## config.mk

```make
export PLATFORM = sky130hd
export DESIGN_NAME = twc_ctrl
export DESIGN_NICKNAME = d
export VERILOG_FILES = /design/src/rtl/core/twc_pkg.sv /design/src/rtl/core/twc_ctrl.sv
export SDC_FILE = /design/constraint.sdc
export NUM_CORES = 1
export LEC_CHECK = 0
export ABC_CLOCK_PERIOD_IN_PS = 2600
export BUFFER_PORTS_ARGS = -buffer_cell sky130_fd_sc_hd__buf_2
export CORE_AREA = 2 2 39 41
export CTS_CLUSTER_SIZE = 10
export DETAILED_ROUTE_END_ITERATION = 16
export DIE_AREA = 0 0 41 43
export PLACE_DENSITY = 0.39
export SYNTH_ARGS = -nofsm -noshare
export SYNTH_HDL_FRONTEND = slang
export SYNTH_SLANG_ARGS = --single-unit
```

## constraint.sdc

```tcl
create_clock -name clk -period 2.6 [get_ports clk]
set_input_delay 0.39 -clock clk [delete_from_list [all_inputs] [get_ports clk]]
set_output_delay 0.39 -clock clk [all_outputs]
set_load 0.01 [all_outputs]
```

## src/rtl/core/twc_pkg.sv

```systemverilog
// Shared types and constants for the text console writer.
// Used by twc_ctrl, twc_datapath and text_console_writer_unit; no dependencies.
package twc_pkg;

    localparam int COLUMNS_DEF = 80;
    localparam int ROWS_DEF    = 25;

    localparam logic [15:0] BLANK_CELL   = 16'h0720;
    localparam logic [7:0]  NEWLINE_CODE = 8'd10;

    localparam logic [1:0] CMD_PUT   = 2'd0;
    localparam logic [1:0] CMD_READ  = 2'd1;
    localparam logic [1:0] CMD_CLEAR = 2'd2;

    typedef struct packed {
        logic [1:0] command;
        logic [7:0] char_code;
        logic [4:0] cell_row;
        logic [6:0] cell_column;
    } in_item_t;

    typedef struct packed {
        logic [15:0] cell_value;
        logic [4:0]  cursor_row_out;
        logic [6:0]  cursor_column_out;
        logic        scrolled;
        logic        bad_address;
    } out_item_t;

    // controller -> datapath
    typedef struct packed {
        logic load;     // capture the input beat
        logic exec;     // carry out the held item
        logic fill;     // blank one cell of the cursor row
        logic respond;  // move the result into the output register
    } ctrl_cmd_t;

    // datapath -> controller
    typedef struct packed {
        logic need_fill; // held item writes into a row not yet blanked
        logic fill_done; // last cell of the row fill
        logic out_open;  // output register can take a result this cycle
    } dp_status_t;

endpackage

```

## src/rtl/core/twc_ctrl.sv

```systemverilog
// Controller state machine for the text console writer.
// Depends on twc_pkg; drives the command struct of twc_datapath.
module twc_ctrl
    import twc_pkg::*;
(
    input  logic       clk,
    input  logic       rst_n,
    input  logic       in_valid,
    output logic       in_stall,
    input  dp_status_t sts,
    output ctrl_cmd_t  cmd
);

    localparam logic [1:0] ST_IDLE = 2'd0;
    localparam logic [1:0] ST_EXEC = 2'd1;
    localparam logic [1:0] ST_FILL = 2'd2;
    localparam logic [1:0] ST_RESP = 2'd3;

    logic [1:0] state_reg;
    logic [1:0] state_next;
    logic       take;

    // a new item enters when idle, or as the previous result leaves
    assign in_stall = !((state_reg == ST_IDLE) || ((state_reg == ST_RESP) && sts.out_open));
    assign take     = in_valid && !in_stall;

    always_comb
    begin
        cmd        = '0;
        state_next = state_reg;
        cmd.load   = take;
        case (state_reg)
            ST_IDLE:
            begin
                if (take)
                begin
                    state_next = ST_EXEC;
                end
            end
            ST_EXEC:
            begin
                if (sts.need_fill)
                begin
                    state_next = ST_FILL;
                end
                else
                begin
                    cmd.exec   = 1'b1;
                    state_next = ST_RESP;
                end
            end
            ST_FILL:
            begin
                cmd.fill = 1'b1;
                if (sts.fill_done)
                begin
                    state_next = ST_EXEC;
                end
            end
            ST_RESP:
            begin
                if (sts.out_open)
                begin
                    cmd.respond = 1'b1;
                    state_next  = take ? ST_EXEC : ST_IDLE;
                end
            end
            default:
            begin
                state_next = ST_IDLE;
            end
        endcase
    end

    always_ff @(posedge clk or negedge rst_n)
    begin
        if (!rst_n)
        begin
            state_reg <= ST_IDLE;
        end
        else
        begin
            state_reg <= state_next;
        end
    end

endmodule

```

== Yosys cells after proc, flatten, opt, wreduce, memory -nomap -nowiden ==
Index checks and enable logic that the tools add are counted.

* Bits in registers: 2
* Latch bits: 0
* Memory bits (writable): 0
* Memory bits (read-only): 0
* Bits of input ports: 6
* Output and inout port bits: 5
* Word-level logic and storage cells: 24
* Memories kept: 0

* Add/sub/neg operators: 0
* $mul: 0
* Divide/modulo/power cells: 0
* Order comparisons: 0
* Eq/ne operators: 6
* Shifts and indexed selects: 0
* Muxes and demuxes: 11
* Bitwise operators: 0
* Reductions and logical operators: 6

{| class="wikitable"
|+ Operators by type and width
! kind !! number
|-
| one-hot mux 2 bit (4 select lines) || 1
|-
| 2-to-1 mux 1 bit || 7
|-
| 2-to-1 mux 2 bit || 3
|-
| != test 2 bit (second input constant) || 3
|-
| equality test 2 bit (second input constant) || 2
|-
| AND reduction 3 bit || 1
|-
| equality test 2 x 1 -> 1 bit (second input constant) || 1
|-
| logical AND 1 bit || 2
|-
| logical NOT 2 bit || 1
|-
| logical NOT 1 bit || 1
|-
| logical OR 1 bit || 1
|}

== Logic depth before layout (Yosys ltp) ==
* Depth in word-level cells: 7
* Mapped depth: 3
* Gate-level depth less buffers: 2

== Least setup slack after synthesis ==
Ideal clock, no wire load.

* Path kind: flip-flop to output port
* From: reg state_reg[0]
* To: out cmd[3] in the netlist's numbering
* Data arrival time: 945 ps
* Path slack: 1265 ps
* Cell stages (with the launch flop): 4
* Buffers on the path: 1
* Path through: dfrtp_1 and3_1 o21a_1 buf_4

* Word-level cells in the longest chain between the ends: 4

{| class="wikitable"
|+ RTL lines
! item !! line !! text
|-
| start, declared || twc_ctrl.sv:19 || <nowiki>logic [1:0] state_reg;</nowiki>
|-
| start signal, assigned || twc_ctrl.sv:83 || <nowiki>state_reg <= state_next;</nowiki>
|-
| equality test 2 bit || twc_ctrl.sv:24 || <nowiki>assign in_stall = !((state_reg == ST_IDLE) || ((state_reg == ST_RESP) && sts.out_open));</nowiki>
|-
| logical AND 1 bit || twc_ctrl.sv:24 ||
|-
| logical OR 1 bit * || twc_ctrl.sv:24 ||
|-
| logical AND 1 bit * || twc_ctrl.sv:25 || <nowiki>assign take = in_valid && !in_stall;</nowiki>
|-
| end, declared || twc_ctrl.sv:11 || <nowiki>output ctrl_cmd_t cmd</nowiki>
|}

Every way passes the cells marked *; elsewhere a longest branch is shown, timed or not.

==> impl_metrics.tcl <==
set metrics [dict create \
    synth.distinct_cells 11 \
    grt_pass1_vias 137 \
    initial_core_util_pct 10.2 \
    setup.worst_path.end "cmd[3]" \
    r2r_slack_ps 1490 \
    largest_reg_flops 2 \
    period_share_pct 60.3 \
    synth_edf_count 0 \
    wl_met1_microns 167 \
    critPathMaxStageDelay_ps 420 \
    vias_per_cell 3.43 \
    worst_slew_pin_slew_ps 176 \
    antenna_found_initial 0 \
    layout.nets 36 \
    met2WireLength_microns 146 \
    clk_pin_slew_ps 30 \
    yosys-top-cells-area "dfrtp_1 35%, mux4_1 19%, nand2b_1 8.8%" \
    status "finished clean" \
    leakagePower_nw 0.125 \
    grt_usage_pct 5.74 \
    grt-ovfl-total 0 \
    initialDrtViolationCount 3 \
    setup.worst_path.start_class "flip-flop" \
    relSlewSlack_pct 88.2 \
    synth_top_family_by_area "simple AND/OR/NAND/NOR gates" \
    stdcell_area_sq_um 236 \
    ir_drop_mv 0.301 \
    ys_warn_count 0 \
    synth_compound_area_share_pct 8.85 \
    muxShareOfSynthArea_pct 18.6 \
    diodes 0 \
    max_clock_freq_mhz 637 \
    synthTopCellsByCount "2 x dfrtp_1, 2 x inv_1, 2 x nand2b_1, 2 x nor2_1" \
    first_pass_iters 2 \
    cap_violations 0 \
    worstPathRequired_ps 2210 \
    worst_slack_ps 1030 \
    setup_viol 0 \
    die_h_microns 43 \
    grt_max_degree 7 \
    synthAdderAreaFrac_pct 0 \
    cts.repair.resized 0 \
    core_sq_um 1380 \
    port_buffers 10 \
    fp.dieW_microns 41 \
    yosys.area.top_type "dfrtp_1" \
    p_per_area_nw_per_um2 1040 \
    dr_total_vias 151 \
    finalSetupTns_ps 0 \
    worstSkewPairLatency_ps 220 \
    hold_viol 0 \
    cp_cell_sequence "and3_1, o21a_1, buf_2" \
    arrival_ps 1180 \
    drc 0 \
    synth_nets 21 \
    syn_area_per_cell_sq_um 9.43 \
    netlist_area_sq_um 141 \
    io-pin-count 11 \
    place_congestion 0.662 \
    grt_pass1_wl_microns 538 \
    ys_seq_elements 2 \
    cts_root_buf "clkbuf_4" \
    numCtsBuffers 3 \
    rsz0062_at_grt "no" \
    hp-class "input port to flip-flop" \
    syn_to_final_growth_pct 67.3 \
    wl_per_cell_microns 8.36 \
    synth_xor_area_share_pct 0 \
    synthFlopType "dfrtp_1" \
    timing.rr.end "state_reg[0]" \
    rows 14 \
    yosys.area_share.simple_pct 26.5 \
    finClkSkew_ps 0.655 \
    routed.top_layer "met3" \
    cts.sinks 2 \
    r2r_start "state_reg[0]" \
    yosysSeqAreaShare_pct 35.4 \
    cts_max_path_buffers 2 \
    ant_nets 0 \
    dpl-instance-area_sq_um 204 \
    synth_top_cell_area_share_pct 35.4 \
    dieArea_sq_um 1760 \
    synthArstFlopShare_pct 100 \
    syn_inst 15 \
    slew_viol_final 0 \
    drive_gt1_share_pct 46.4 \
    hpwl_microns 279 \
    worstSetupPathType "flip-flop to output pin" \
    crit_fanout 5 \
    rr_worst_depth 1 \
    cts_tree "built" \
    wl_met3_microns 53 \
    critPathSlowestCell "dfrtp_1" \
    startpoint "state_reg[0]" \
    place_ws_ps 1200 \
    post-route-min-period_ps 1570 \
    cp-end-kind "output pin" \
    cts.htree.levels 1 \
    wirelength_microns 368 \
]
final cells by class:
| cell class | count | area [sq um] |
|---|---|---|
| clock buffer | 3 | 22.5 |
| fill | 160 | 1150 |
| inverter | 2 | 7.51 |
| multi-input combinational | 10 | 76.3 |
| sequential | 2 | 50.0 |
| tap | 16 | 20.0 |
| timing repair buffer | 11 | 60.1 |
kinds of logic after synthesis:
group,count (synthesis)
AOI/OAI and AO/OA,2
buffers and inverters,3
DFF,2
muxes,1
and+or+nand+nor,7
layer usage:
| layer | track usage [%] | vias up |
|---|---|---|
| met5 | 0 | - |
| met4 | 10.0 | 0 |
| met3 | 3.14 | 0 |
| met2 | 5.63 | 11 |
| met1 | 5.84 | 63 |
| li1 | - | 77 |
cell usage in the layout (no fill, tap or decap), drive strengths merged, types with 2 or more instances in the layout:
master  count
nand2b      2
inv         2
nor2        2
dfrtp       2
buf        10
clkbuf      3
critical path, delay by kind of cell (launching register included):
kind | cells | cell delay [ps]
simple gates | 1 | 220
flops | 1 | 420
buf+inv | 1 | 130
compound gates | 1 | 180
per-stage QoR:
step | total power (W) | utilization [%] | std cells | hold WS, ps
after floorplan | 0.000138 | - | 15 | 94.4
after global placement | 0.000175 | 14.7 | 40 | 179
after detailed placement | 0.000175 | 14.7 | 40 | 178
after CTS | 0.000252 | 17.1 | 44 | 443
after global routing | 0.000269 | 17.1 | 44 | 452
final | 0.000245 | 17.1 | 44 | 457
power by group:
part | internal, W | switching (W) | total (W)
clock network | 0.0000510 | 0.0000185 | 0.0000695
logic | 0.0000551 | 0.0000504 | 0.000105
registers | 0.0000471 | 0.0000228 | 0.0000699
what timing repair did:
action | 4_1_cts | 5_1_grt
endpoints found under the hold margin | 2 | 0
hold buffers | 1 | 0
buffers inserted | 0 | 0
setup endpoints to repair | 0 | 0
worst min-delay path by stage:
stage / start / endpoint / depth (start not counted)
3_3_place_gp: rst_n / state_reg[0] / 1
4_1_cts: sts[1] / state_reg[1] / 3
6_report: sts[1] / state_reg[1] / 3
3_5_place_dp: rst_n / state_reg[0] / 1
5_1_grt: sts[1] / state_reg[1] / 3
2_1_floorplan: rst_n / state_reg[0] / 0
Power figures use the tool's default switching activity.
